`src/icd_pkg.sv`:
```
// ----------------------------------------------------------------------------
// icd_pkg
// Shared types, constants and arithmetic helpers for the IDEA CBC decryptor.
// ----------------------------------------------------------------------------
`default_nettype none

package icd_pkg;

    localparam int KEY_CNT   = 52;
    localparam int KEY_AW    = $clog2(KEY_CNT);
    localparam int CFG_IDX_W = 2;
    localparam int BLK_W     = 64;

    typedef logic [CFG_IDX_W-1:0] t_cfg_idx;

    localparam t_cfg_idx CFG_KEY_HI = 2'd0;
    localparam t_cfg_idx CFG_KEY_LO = 2'd1;
    localparam t_cfg_idx CFG_IV     = 2'd2;

    typedef enum logic [2:0] {
        ST_KEY,
        ST_INV,
        ST_IDLE,
        ST_RUN,
        ST_DONE
    } t_state;

    typedef enum logic [1:0] {
        KOP_PLAIN,
        KOP_NEG,
        KOP_INV
    } t_kop;

    // Multiply mod 65537 with zero standing for 2^16.
    function automatic logic [15:0] f_gmul(input logic [15:0] a, input logic [15:0] b);
        logic [31:0] p;
        logic [15:0] hi;
        logic [15:0] lo;
        begin
            p  = a * b;
            hi = p[31:16];
            lo = p[15:0];
            if (a == 16'h0000) begin
                f_gmul = 16'h0001 - b;
            end else if (b == 16'h0000) begin
                f_gmul = 16'h0001 - a;
            end else if (lo >= hi) begin
                f_gmul = lo - hi;
            end else begin
                f_gmul = lo - hi + 16'h0001;
            end
        end
    endfunction

    // Encryption subkey number idx of the 128-bit key.
    function automatic logic [15:0] f_ek(input logic [127:0] k, input logic [5:0] idx);
        logic [127:0] rk;
        begin
            case (idx[5:3])
                3'd0:    rk = k;
                3'd1:    rk = (k << 25)  | (k >> 103);
                3'd2:    rk = (k << 50)  | (k >> 78);
                3'd3:    rk = (k << 75)  | (k >> 53);
                3'd4:    rk = (k << 100) | (k >> 28);
                3'd5:    rk = (k << 125) | (k >> 3);
                3'd6:    rk = (k << 22)  | (k >> 106);
                default: rk = k;
            endcase
            f_ek = 16'(rk >> {~idx[2:0], 4'b0000});
        end
    endfunction

endpackage

`default_nettype wire

```
`src/icd_ram.sv`:
```
// ----------------------------------------------------------------------------
// icd_ram
// Generic single-write, single-read RAM with registered read data.
// ----------------------------------------------------------------------------
`default_nettype none

module icd_ram #(
    parameter int WIDTH = 16,
    parameter int DEPTH = 52
) (
    input  wire logic                     i_clk,
    input  wire logic                     i_we,
    input  wire logic [$clog2(DEPTH)-1:0] i_waddr,
    input  wire logic [WIDTH-1:0]         i_wdata,
    input  wire logic [$clog2(DEPTH)-1:0] i_raddr,
    output logic      [WIDTH-1:0]         o_rdata
);

    logic [WIDTH-1:0] r_mem [DEPTH];
    logic [WIDTH-1:0] r_rdata;

    always_ff @(posedge i_clk) begin
        if (i_we) begin
            r_mem[i_waddr] <= i_wdata;
        end
        r_rdata <= r_mem[i_raddr];
    end

    assign o_rdata = r_rdata;

endmodule

`default_nettype wire

```
`src/idea_cbc_decryptor.sv`:
```
// ----------------------------------------------------------------------------
// idea_cbc_decryptor
// IDEA block decryption in CBC mode, 128-bit key, subkeys held in a RAM.
// ----------------------------------------------------------------------------
// After reset and after every write to a key register the block derives the
// 52 decryption subkeys into a 52 x 16 RAM. Thirty-four of them come straight
// from the rotated key (plain or negated); the eighteen multiplicative
// inverses are raised to the power 65535 on the shared mod-65537 multiplier,
// with o_stall high while the schedule runs.
// A ciphertext transaction then runs from acceptance as sixty multiply, add
// or mix steps, one per cycle, seven per round over eight rounds and four
// for the output transform; the result is then loaded into the output
// register once that register is free. Every step but the mix reads one
// subkey from the RAM. The single multiplier and the one RAM read port are
// why the steps run one at a time. One block is worked on at a time; a
// finished block waits in the output register while the next is accepted.
// restart_chain chains from the IV register, else from the previous
// ciphertext. Key writes keep the chaining value; IV writes affect only
// later restarts. Writes to an index past the register list are dropped.
// ----------------------------------------------------------------------------
`default_nettype none

module idea_cbc_decryptor (
    input  wire logic                        i_clk,
    input  wire logic                        i_rst_n,
    input  wire logic                        i_cfg_we,
    input  wire logic [icd_pkg::CFG_IDX_W-1:0] i_cfg_index,
    input  wire logic [icd_pkg::BLK_W-1:0]   i_cfg_data,
    input  wire logic                        i_valid,
    output logic                             o_stall,
    input  wire logic [icd_pkg::BLK_W-1:0]   i_cipher_block,
    input  wire logic                        i_restart_chain,
    output logic                             o_valid,
    input  wire logic                        i_stall,
    output logic      [icd_pkg::BLK_W-1:0]   o_plain_block
);

    import icd_pkg::*;

    // control
    t_state r_state, n_state;
    logic [KEY_AW-1:0] r_j, n_j;          // subkey write address
    logic [3:0]        r_sr, n_sr;        // schedule round
    logic [2:0]        r_sp, n_sp;        // position in schedule round
    logic [3:0]        r_it, n_it;        // inverse iteration
    logic              r_ph, n_ph;        // inverse phase: multiply or square
    logic [3:0]        r_round, n_round;
    logic [2:0]        r_step, n_step;
    logic [KEY_AW-1:0] r_kidx, n_kidx;
    logic              r_out_valid, n_out_valid;

    // datapath
    logic [15:0] r_acc, n_acc, r_base, n_base;
    logic [15:0] r_x1, n_x1, r_x2, n_x2, r_x3, n_x3, r_x4, n_x4;
    logic [15:0] r_t, n_t, r_u, n_u;
    logic [BLK_W-1:0] r_prev, n_prev, r_chain, n_chain;
    logic [BLK_W-1:0] r_out, n_out;
    logic [BLK_W-1:0] r_key_hi, r_key_lo, r_iv;

    // schedule helpers
    logic [5:0]  sr6, s_base, src;
    logic        swap;
    t_kop        kop;
    logic [15:0] ek;

    // shared multiplier and RAM
    logic [15:0] gm_a, gm_b, gm_y, k;
    logic [15:0] v;
    logic        ram_we;
    logic [15:0] ram_wdata;
    logic        key_wr;

    icd_ram #(
        .WIDTH (16),
        .DEPTH (KEY_CNT)
    ) u_keys (
        .i_clk   (i_clk),
        .i_we    (ram_we),
        .i_waddr (r_j),
        .i_wdata (ram_wdata),
        .i_raddr (n_kidx),
        .o_rdata (k)
    );

    // Source subkey of the current decryption subkey.
    always_comb begin
        sr6    = {2'b00, r_sr};
        s_base = 6'd48 - ((sr6 << 2) + (sr6 << 1));
        swap   = (r_sr == 4'd0) || (r_sr == 4'd8);
        case (r_sp)
            3'd0: begin src = s_base;                        kop = KOP_INV;   end
            3'd1: begin src = s_base + (swap ? 6'd1 : 6'd2); kop = KOP_NEG;   end
            3'd2: begin src = s_base + (swap ? 6'd2 : 6'd1); kop = KOP_NEG;   end
            3'd3: begin src = s_base + 6'd3;                 kop = KOP_INV;   end
            3'd4: begin src = s_base - 6'd2;                 kop = KOP_PLAIN; end
            3'd5: begin src = s_base - 6'd1;                 kop = KOP_PLAIN; end
            default: begin src = s_base;                     kop = KOP_PLAIN; end
        endcase
        ek = f_ek({r_key_hi, r_key_lo}, src);
    end

    // Operand select for the one mod-65537 multiplier.
    always_comb begin
        gm_b = k;
        if (r_state == ST_INV) begin
            gm_a = r_ph ? r_base : r_acc;
            gm_b = r_base;
        end else begin
            case (r_step)
                3'd3:    gm_a = r_x4;
                3'd4:    gm_a = r_x3 ^ r_x1;
                3'd5:    gm_a = (r_x2 ^ r_x4) + r_t;
                default: gm_a = r_x1;
            endcase
        end
        gm_y = f_gmul(gm_a, gm_b);
    end

    assign v      = r_t + r_u;
    assign key_wr = i_cfg_we && ((i_cfg_index == CFG_KEY_HI) || (i_cfg_index == CFG_KEY_LO));

    always_comb begin
        n_state     = r_state;
        n_j         = r_j;
        n_sr        = r_sr;
        n_sp        = r_sp;
        n_it        = r_it;
        n_ph        = r_ph;
        n_round     = r_round;
        n_step      = r_step;
        n_kidx      = r_kidx;
        n_acc       = r_acc;
        n_base      = r_base;
        n_x1        = r_x1;
        n_x2        = r_x2;
        n_x3        = r_x3;
        n_x4        = r_x4;
        n_t         = r_t;
        n_u         = r_u;
        n_prev      = r_prev;
        n_chain     = r_chain;
        n_out       = r_out;
        n_out_valid = r_out_valid && i_stall;   // drop once taken
        ram_we      = 1'b0;
        ram_wdata   = ek;

        case (r_state)
            ST_KEY: begin
                if (kop == KOP_INV) begin
                    n_acc   = 16'h0001;
                    n_base  = ek;
                    n_it    = 4'd0;
                    n_ph    = 1'b0;
                    n_state = ST_INV;
                end else begin
                    ram_we    = 1'b1;
                    ram_wdata = (kop == KOP_NEG) ? (16'h0000 - ek) : ek;
                end
            end
            ST_INV: begin
                // x^65535: multiply then square, sixteen times, with no square after the last multiply
                if (!r_ph) begin
                    n_acc = gm_y;
                    n_ph  = 1'b1;
                    if (r_it == 4'd15) begin
                        ram_we    = 1'b1;
                        ram_wdata = gm_y;
                    end
                end else begin
                    n_base = gm_y;
                    n_ph   = 1'b0;
                    n_it   = r_it + 4'd1;
                end
            end
            ST_IDLE: begin
                if (i_valid) begin
                    n_x1    = i_cipher_block[63:48];
                    n_x2    = i_cipher_block[47:32];
                    n_x3    = i_cipher_block[31:16];
                    n_x4    = i_cipher_block[15:0];
                    n_prev  = i_restart_chain ? r_iv : r_chain;
                    n_chain = i_cipher_block;
                    n_round = 4'd0;
                    n_step  = 3'd0;
                    n_kidx  = '0;
                    n_state = ST_RUN;
                end
            end
            ST_RUN: begin
                n_kidx = r_kidx + 1'b1;
                n_step = r_step + 3'd1;
                case (r_step)
                    3'd0: n_x1 = gm_y;
                    3'd1: begin
                        if (r_round == 4'd8) begin
                            n_x3 = r_x3 + k;
                        end else begin
                            n_x2 = r_x2 + k;
                        end
                    end
                    3'd2: begin
                        if (r_round == 4'd8) begin
                            n_x2 = r_x2 + k;
                        end else begin
                            n_x3 = r_x3 + k;
                        end
                    end
                    3'd3: begin
                        n_x4 = gm_y;
                        if (r_round == 4'd8) begin
                            n_kidx  = r_kidx;
                            n_state = ST_DONE;
                        end
                    end
                    3'd4: n_t = gm_y;
                    3'd5: n_u = gm_y;
                    default: begin
                        // mix and swap, no subkey used
                        n_kidx  = r_kidx;
                        n_x1    = r_x1 ^ r_u;
                        n_x4    = r_x4 ^ v;
                        n_x2    = r_u ^ r_x3;
                        n_x3    = v ^ r_x2;
                        n_step  = 3'd0;
                        n_round = r_round + 4'd1;
                    end
                endcase
            end
            ST_DONE: begin
                // hold until the output register is free
                if (!r_out_valid || !i_stall) begin
                    n_out       = {r_x1, r_x3, r_x2, r_x4} ^ r_prev;
                    n_out_valid = 1'b1;
                    n_state     = ST_IDLE;
                end
            end
            default: n_state = ST_KEY;
        endcase

        // advance the schedule after each subkey write
        if (ram_we) begin
            n_j     = r_j + 1'b1;
            n_state = ST_KEY;
            if ((r_sr == 4'd8) && (r_sp == 3'd3)) begin
                n_state = ST_IDLE;
            end else if (r_sp == 3'd5) begin
                n_sp = 3'd0;
                n_sr = r_sr + 4'd1;
            end else begin
                n_sp = r_sp + 3'd1;
            end
        end

        // a key write restarts the schedule
        if (key_wr) begin
            n_state = ST_KEY;
            n_j     = '0;
            n_sr    = 4'd0;
            n_sp    = 3'd0;
        end
    end

    always_ff @(posedge i_clk) begin
        if (!i_rst_n) begin
            r_state     <= ST_KEY;
            r_j         <= '0;
            r_sr        <= 4'd0;
            r_sp        <= 3'd0;
            r_it        <= 4'd0;
            r_ph        <= 1'b0;
            r_round     <= 4'd0;
            r_step      <= 3'd0;
            r_kidx      <= '0;
            r_out_valid <= 1'b0;
            r_chain     <= '0;
            r_key_hi    <= '0;
            r_key_lo    <= '0;
            r_iv        <= '0;
        end else begin
            r_state     <= n_state;
            r_j         <= n_j;
            r_sr        <= n_sr;
            r_sp        <= n_sp;
            r_it        <= n_it;
            r_ph        <= n_ph;
            r_round     <= n_round;
            r_step      <= n_step;
            r_kidx      <= n_kidx;
            r_out_valid <= n_out_valid;
            r_chain     <= n_chain;
            if (i_cfg_we) begin
                case (i_cfg_index)
                    CFG_KEY_HI: r_key_hi <= i_cfg_data;
                    CFG_KEY_LO: r_key_lo <= i_cfg_data;
                    CFG_IV:     r_iv     <= i_cfg_data;
                    default:    ;
                endcase
            end
        end
    end

    always_ff @(posedge i_clk) begin
        r_acc  <= n_acc;
        r_base <= n_base;
        r_x1   <= n_x1;
        r_x2   <= n_x2;
        r_x3   <= n_x3;
        r_x4   <= n_x4;
        r_t    <= n_t;
        r_u    <= n_u;
        r_prev <= n_prev;
        r_out  <= n_out;
    end

    assign o_stall       = (r_state != ST_IDLE);
    assign o_valid       = r_out_valid;
    assign o_plain_block = r_out;

endmodule

`default_nettype wire

```
`config.mk`:
```
export PLATFORM = sky130hd
export DESIGN_NAME = idea_cbc_decryptor
export DESIGN_NICKNAME = d
export VERILOG_FILES = /design/src/icd_pkg.sv /design/src/icd_ram.sv /design/src/idea_cbc_decryptor.sv
export SDC_FILE = /design/constraint.sdc
export NUM_CORES = 2
export LEC_CHECK = 0
export BUFFER_PORTS_ARGS = -buffer_cell sky130_fd_sc_hd__buf_2
export CAP_MARGIN = 20
export CORE_ASPECT_RATIO = 1.5
export CORE_MARGIN = 5
export CORE_UTILIZATION = 42
export DETAILED_ROUTE_END_ITERATION = 7
export PLACE_DENSITY_LB_ADDON = 0.1
export SYNTH_ARGS = -nofsm -noshare
export SYNTH_HDL_FRONTEND = slang
export SYNTH_SLANG_ARGS = --single-unit
```
`constraint.sdc`:
```
create_clock -name i_clk -period 23.6 [get_ports i_clk]
set_clock_uncertainty 0.1 [all_clocks]
set_input_delay 1.18 -clock i_clk [delete_from_list [all_inputs] [get_ports i_clk]]
set_output_delay 1.18 -clock i_clk [all_outputs]
set_load 0.005 [all_outputs]
```
# Word level (Yosys, flattened, before mapping)
# Memories as Yosys holds them, arrays and structs flattened. A register that Yosys moved wholly into a read port is not among the register bits.
# Index checks and enable logic that the tools add are counted.
word_totals:
  ff_bits: 547
  mem_bits_rw: 832
  wordCells: 229
  n_memories: 1
mem_list:
  columns: ["memory", "words", "word_bits", "rd", "rd_ports_with_merged_regs", "write_ports", "line", "source"]
  rows:
  - ["u_keys.r_mem", 52, 16, 1, 1, 1, "icd_ram.sv:19", "logic [WIDTH-1:0] r_mem [DEPTH];"]
classes:
  add_sub_neg: 23
  multipliers: 1
  order_cmp: 1
  eq_ne: 46
  shifts: 1
  mux: 73
  bitwise: 16
  n_reduce_logical: 43
op_table:
  columns: ["operator", "n"]
  rows:
  - ["$pmux 128 s6", 1]
  - ["$mux 16", 22]
  - ["$pmux 16 s2", 9]
  - ["$pmux 16 s3", 3]
  - ["$or 128x100->128", 1]
  - ["$or 128x125->128", 1]
  - ["$or 128x22->128", 1]
  - ["$or 128x25->128", 1]
  - ["$or 128x50->128", 1]
  - ["$or 128x75->128", 1]
  - ["$shr 128x7->16", 1]
  - ["$xor 16x16->16", 6]
  - ["$add 16x16->16", 4]
  - ["$mux 64", 1]
  - ["$xor 64x64->64", 1]
  - ["$sub 1x16->16 const A", 3]
  - ["$logic_not 16->1", 2]
  - ["$mul 16x16->32", 1]
  - ["$pmux 6 s5", 1]
  - ["$mux 3", 9]
  - ["$ne 3x3->1 const B", 9]
  - ["$eq 3x2->1 const B", 8]
  - ["$eq 3x3->1 const B", 8]
  - ["$pmux 6 s2", 2]
  - ["44 further kinds", 107]

# Longest topological paths before layout
depth:
  ltp_word: 13
  depth_mapped: 53
  ltp_nobuf: 50

# By module
# Synthesis repeated with hierarchy kept, for this count alone.
hier_totals:
  cells_unflattened: 7064
  hier_area_um2: 78565.4
modules_own_cells:
  columns: ["module", "instances", "cells_each", "area_each_um2"]
  rows:
  - ["idea_cbc_decryptor", 1, 5543, 46054.2]
  - ["icd_ram", 1, 1521, 32511.2]

# Worst setup path before layout
# No wires, ideal clock.
synth_path:
  path_kind: "reg2reg"
  startpoint: "reg r_x4[0]"
  endpoint: "mem u_keys.r_mem[0][8] (data pin)"
  t_arrival_ps: 13183
  required_ps: 22908
  slack_ps: 9725
  path_stages_with_launch: 45
  synth_period_minus_slack_ps: 13875
  cell_sequence: "edfxtp_1 -> xor2_1 -> ha_1 -> fa_1 -> a21o_1 -> a21oi_1 -> o21bai_1 -> a221oi_1 -> o21ai_0 -> a21o_1 -> a211oi_1 -> or2_2 -> clkbuf_1 -> clkbuf_1 -> nand2_1 -> fa_1 -> fa_1 -> inv_1 -> [... 9 more ...] -> a21oi_1 -> o41ai_1 -> o21ai_0 -> o21ai_0 -> nand2b_1 -> xnor2_1 -> ha_1 -> a21o_1 -> o31ai_1 -> a21oi_1 -> nor4b_1 -> nand2_1 -> xnor2_1 -> a21oi_1 -> a21oi_1 -> o22a_1 -> o22ai_1 -> nor3_1"
synth_between:
  elab_chain_cells: 13
synth_lines:
  columns: ["element", "line", "source"]
  rows:
  - ["from (decl)", "idea_cbc_decryptor.sv:54", "logic [15:0] r_x1, n_x1, r_x2, n_x2, r_x3, n_x3, r_x4, n_x4;"]
  - ["from (signal assigned)", "idea_cbc_decryptor.sv:308", "r_x4 <= n_x4;"]
  - ["$xor 16x16->16", "idea_cbc_decryptor.sv:112", "3'd5: gm_a = (r_x2 ^ r_x4) + r_t;"]
  - ["$add 16x16->16", "idea_cbc_decryptor.sv:112", null]
  - ["$pmux 16 s3 (*)", "idea_cbc_decryptor.sv:109", "case (r_step)"]
  - ["$mux 16 (*)", "idea_cbc_decryptor.sv:105", "if (r_state == ST_INV) begin"]
  - ["$mul 16x16->32", "icd_pkg.sv:40", "p = a * b;"]
  - ["$sub 16x16->16", "icd_pkg.sv:48, icd_pkg.sv:50", null]
  - ["$add 16x1->16", "icd_pkg.sv:50", "f_gmul = lo - hi + 16'h0001;"]
  - ["$mux 16", "icd_pkg.sv:47", "end else if (lo >= hi) begin"]
  - ["$mux 16", "icd_pkg.sv:45", "end else if (b == 16'h0000) begin"]
  - ["$mux 16 (*)", "icd_pkg.sv:43", "if (a == 16'h0000) begin"]
  - ["named net gm_y[8]", "idea_cbc_decryptor.sv:67", "logic [15:0] gm_a, gm_b, gm_y, k;"]
  - ["$mux 16 (*)", "idea_cbc_decryptor.sv:165", "if (r_it == 4'd15) begin"]
  - ["$mux 16 (*)", "idea_cbc_decryptor.sv:162", "if (!r_ph) begin"]
  - ["$pmux 16 s2 (*)", "idea_cbc_decryptor.sv:147", "case (r_state)"]
  - ["named net ram_wdata[8]", "idea_cbc_decryptor.sv:70", "logic [15:0] ram_wdata;"]
  - ["to (decl)", "icd_ram.sv:19", null]
# Mark *: on every way through the listed nets, which the timed path passes. The rest lies on a longest branch.

# Worst setup path in the final report
layout_path:
  startpoint: "reg r_x2[0]"
  endpoint: "mem u_keys.r_mem[45][8] (data pin)"
layout_between:
  elab_chain_cells: 13
layout_lines:
  columns: ["element", "line", "source"]
  rows:
  - ["from (decl)", "idea_cbc_decryptor.sv:54", null]
  - ["from (signal assigned)", "idea_cbc_decryptor.sv:306", "r_x2 <= n_x2;"]
  - ["$xor 16x16->16 (*)", "idea_cbc_decryptor.sv:112", null]
  - ["$add 16x16->16 (*)", "idea_cbc_decryptor.sv:112", null]
  - ["$pmux 16 s3 (*)", "idea_cbc_decryptor.sv:109", null]
  - ["$mux 16 (*)", "idea_cbc_decryptor.sv:105", null]
  - ["$mul 16x16->32", "icd_pkg.sv:40", null]
  - ["$sub 16x16->16", "icd_pkg.sv:48, icd_pkg.sv:50", null]
  - ["$add 16x1->16", "icd_pkg.sv:50", null]
  - ["$mux 16", "icd_pkg.sv:47", null]
  - ["$mux 16", "icd_pkg.sv:45", null]
  - ["$mux 16 (*)", "icd_pkg.sv:43", null]
  - ["named net gm_y[8]", "idea_cbc_decryptor.sv:67", null]
  - ["$mux 16 (*)", "idea_cbc_decryptor.sv:165", null]
  - ["$mux 16 (*)", "idea_cbc_decryptor.sv:162", null]
  - ["$pmux 16 s2 (*)", "idea_cbc_decryptor.sv:147", null]
  - ["named net ram_wdata[8]", "idea_cbc_decryptor.sv:70", null]
# Marked as above.

==> results.json <==
{
  "post_cts_buffers": 0,
  "die_area_um2": 199000,
  "vias": 63500,
  "layout-drive-gt1-share": 0.110,
  "core_um2": 188000,
  "max_freq_mhz": 67.4,
  "viasPerCell": 6.13,
  "grtUsageMet1": 0.375,
  "arrival_ns": 15.22,
  "cp_max_fo": 52,
  "violations": "design-rule violations",
  "row_count": 195,
  "crit_path_end_kind": "flop",
  "drc": 14,
  "numCtsBuffers": 151,
  "netlist_area_um2": 79600,
  "hold_path.class": "flop to flop",
  "slew_violations": 0,
  "wl_um": 329000,
  "start_util": 0.423,
  "ios": 202,
  "die_h_um": 543,
  "cts_root_buf": "clkbuf_16",
  "numClockSinks": 1395,
  "overflow": 0,
  "met2_usage": 0.539,
  "crit_required_ns": 23.98,
  "htree_levels": 4,
  "syn2layout_area_growth_pct": 10.8,
  "synthesis.nets": 8340,
  "synth_ff_type": "edfxtp_1",
  "ant_nets": 0,
  "path_clk_slew_ns": 0.06,
  "yosys.area.top_type": "edfxtp_1",
  "min_period_ns": 14.84,
  "cts-resized-gates": 0,
  "cp_num_buf_inv": 4,
  "max_stage_delay_ns": 0.91,
  "drt_iter0_drc": 6762,
  "synth_top_area_frac": 0.410,
  "crit_family": "compound AO/OA/AOI/OAI gates",
  "maxCapViolations": 0,
  "hold_viol": 0,
  "cts_tree": "yes",
  "postSynth.asyncResetShare": 0,
  "drtPass1Iterations": 8,
  "final.setup.tns_ns": 0,
  "synth.yosys.warnings": 0,
  "syn_inst": 7793,
  "period_share": 0.629,
  "post-dp-hpwl_um": 227000,
  "slew-limit-headroom": 0.216,
  "antenna_found_initial": 30,
  "ys_top_cells_by_area": "edfxtp_1 41%, dfxtp_1 7.7%, nand2_1 6.7%",
  "synth-seq-cells": 1395,
  "grt_max_degree": 151,
  "fp.dieW_um": 365,
  "synth_seq_area_share": 0.488,
  "port_buffers": 201,
  "ys_top_cells_by_count": "1,412 x nand2_1, 1,088 x edfxtp_1, 418 x clkbuf_1",
  "worstSetupPathType": "flop to flop",
  "holdBufCountCts": 0,
  "track_usage": 0.325,
  "start_kind": "flop",
  "grt_pass1_wl_um": 464000,
  "grt_use_met3": 0.0624,
  "top_usage_layer": "met2",
  "yosysUniqueCellTypes": 105,
  "clk_latency_ns": 0.84,
  "postSynthAreaPerCell_um2": 10.2,
  "layout.nets": 8308,
  "worst_pin_slew_ns": 1.14,
  "synth.most_common_cell": "nand2_1",
  "gp_congestion": 0.998,
  "cpMaxStageDelayCell": "a21oi_1",
  "wire_per_inst_um": 31.7,
  "setup_viol": 0,
  "cts.path.max_buffers": 4,
  "crit_top_cell": "fa_1",
  "grt_pass1_vias": 61700,
  "synth-edff-count": 1088,
  "outcome": "finished, violations left",
  "rsz0062_at_grt": "false"
}
-- tightest hold or removal path: stages, from the launching register on --
cell and delay (ns):
dfxtp_1 0.30, nand2_1 0.04, a21boi_0 0.06
-- logic make-up (layout without fill, tap and decap cells) --
kind of cell    count (synthesis)  in the layout  synth area share
flops                        1395           1395             0.488
fa+ha+maj                     411            411            0.0835
simple gates                 2476           2476             0.138
buf+inv                       910            991            0.0463
compound gates               2072           2072             0.180
mux                           239            239            0.0322
xor+xnor                      290            290            0.0328
other cells                     0             26                 0
-- cell type report --
| type | instances | area [µm²] |
|---|---|---|
| diodes | 26 | 65.1 |
| inverters | 305 | 1150 |
| repair buffers | 420 | 2790 |
| clock inverters | 65 | 527 |
| multi-input cells | 5488 | 37600 |
| clock buffers | 201 | 4190 |
| flip-flops and latches | 1395 | 38800 |
| fillers | 17700 | 100000 |
| well taps | 2462 | 3080 |
-- state kept, by name, indices dropped and copies added, names as in the netlist, 64 cells and up --
| signal | count |
|---|---|
| u_keys.r_mem | 832 |
| o_plain_block | 64 |
| r_iv | 64 |
| r_key_lo | 64 |
| r_chain | 64 |
| r_key_hi | 64 |
| r_prev | 64 |
-- cell usage in the layout, fill, tap and decap left out, types with 200 or more instances in the layout --
cell type,count
nand2_1,1410
edfxtp_1,1088
a211oi_1,404
a21oi_1,363
nor2_1,357
dfxtp_1,307
inv_1,300
a21boi_0,276
o21ai_0,252
ha_1,210
buf_4,208
and2_1,202
fa_1,200
buf_2,200
-- per-stage QoR --
stage          hold WS, ns  utilization  worst slack (ns)  instances  area [µm²]
5_1_grt              0.381        0.468              8.05      10300       88200
3_3_place_gp         0.347        0.443              8.82      10100       83400
6_report             0.359        0.468              8.76      10400       88200
2_1_floorplan        0.340            -              9.73       7793       79600
3_5_place_dp         0.356        0.443              8.85      10100       83400
4_1_cts              0.363        0.468              8.73      10300       88100
-- worst paths after layout --
path / start / end / slack (ns) / cells past startpoint
setup / recovery: r_x2[0] / u_keys.r_mem[45][8] / 8.76 / 43
hold / removal: r_iv[25] / r_iv[25] / 0.36 / 2
setup reg to reg: r_x2[0] / u_keys.r_mem[45][8] / 8.76 / 43
hold reg to reg: r_iv[25] / r_iv[25] / 0.36 / 2
-- metal layers --
layer,part of all wire,wire [µm],up-vias
li1,-,-,28100
met1,0.37,121000,31600
met2,0.48,157000,2814
met3,0.066,21800,945
met4,0.089,29300,16
met5,0.00035,116,-
Power is not shown: default switching activity piles up to over one toggle a cycle in this logic, so the estimate is an artifact.
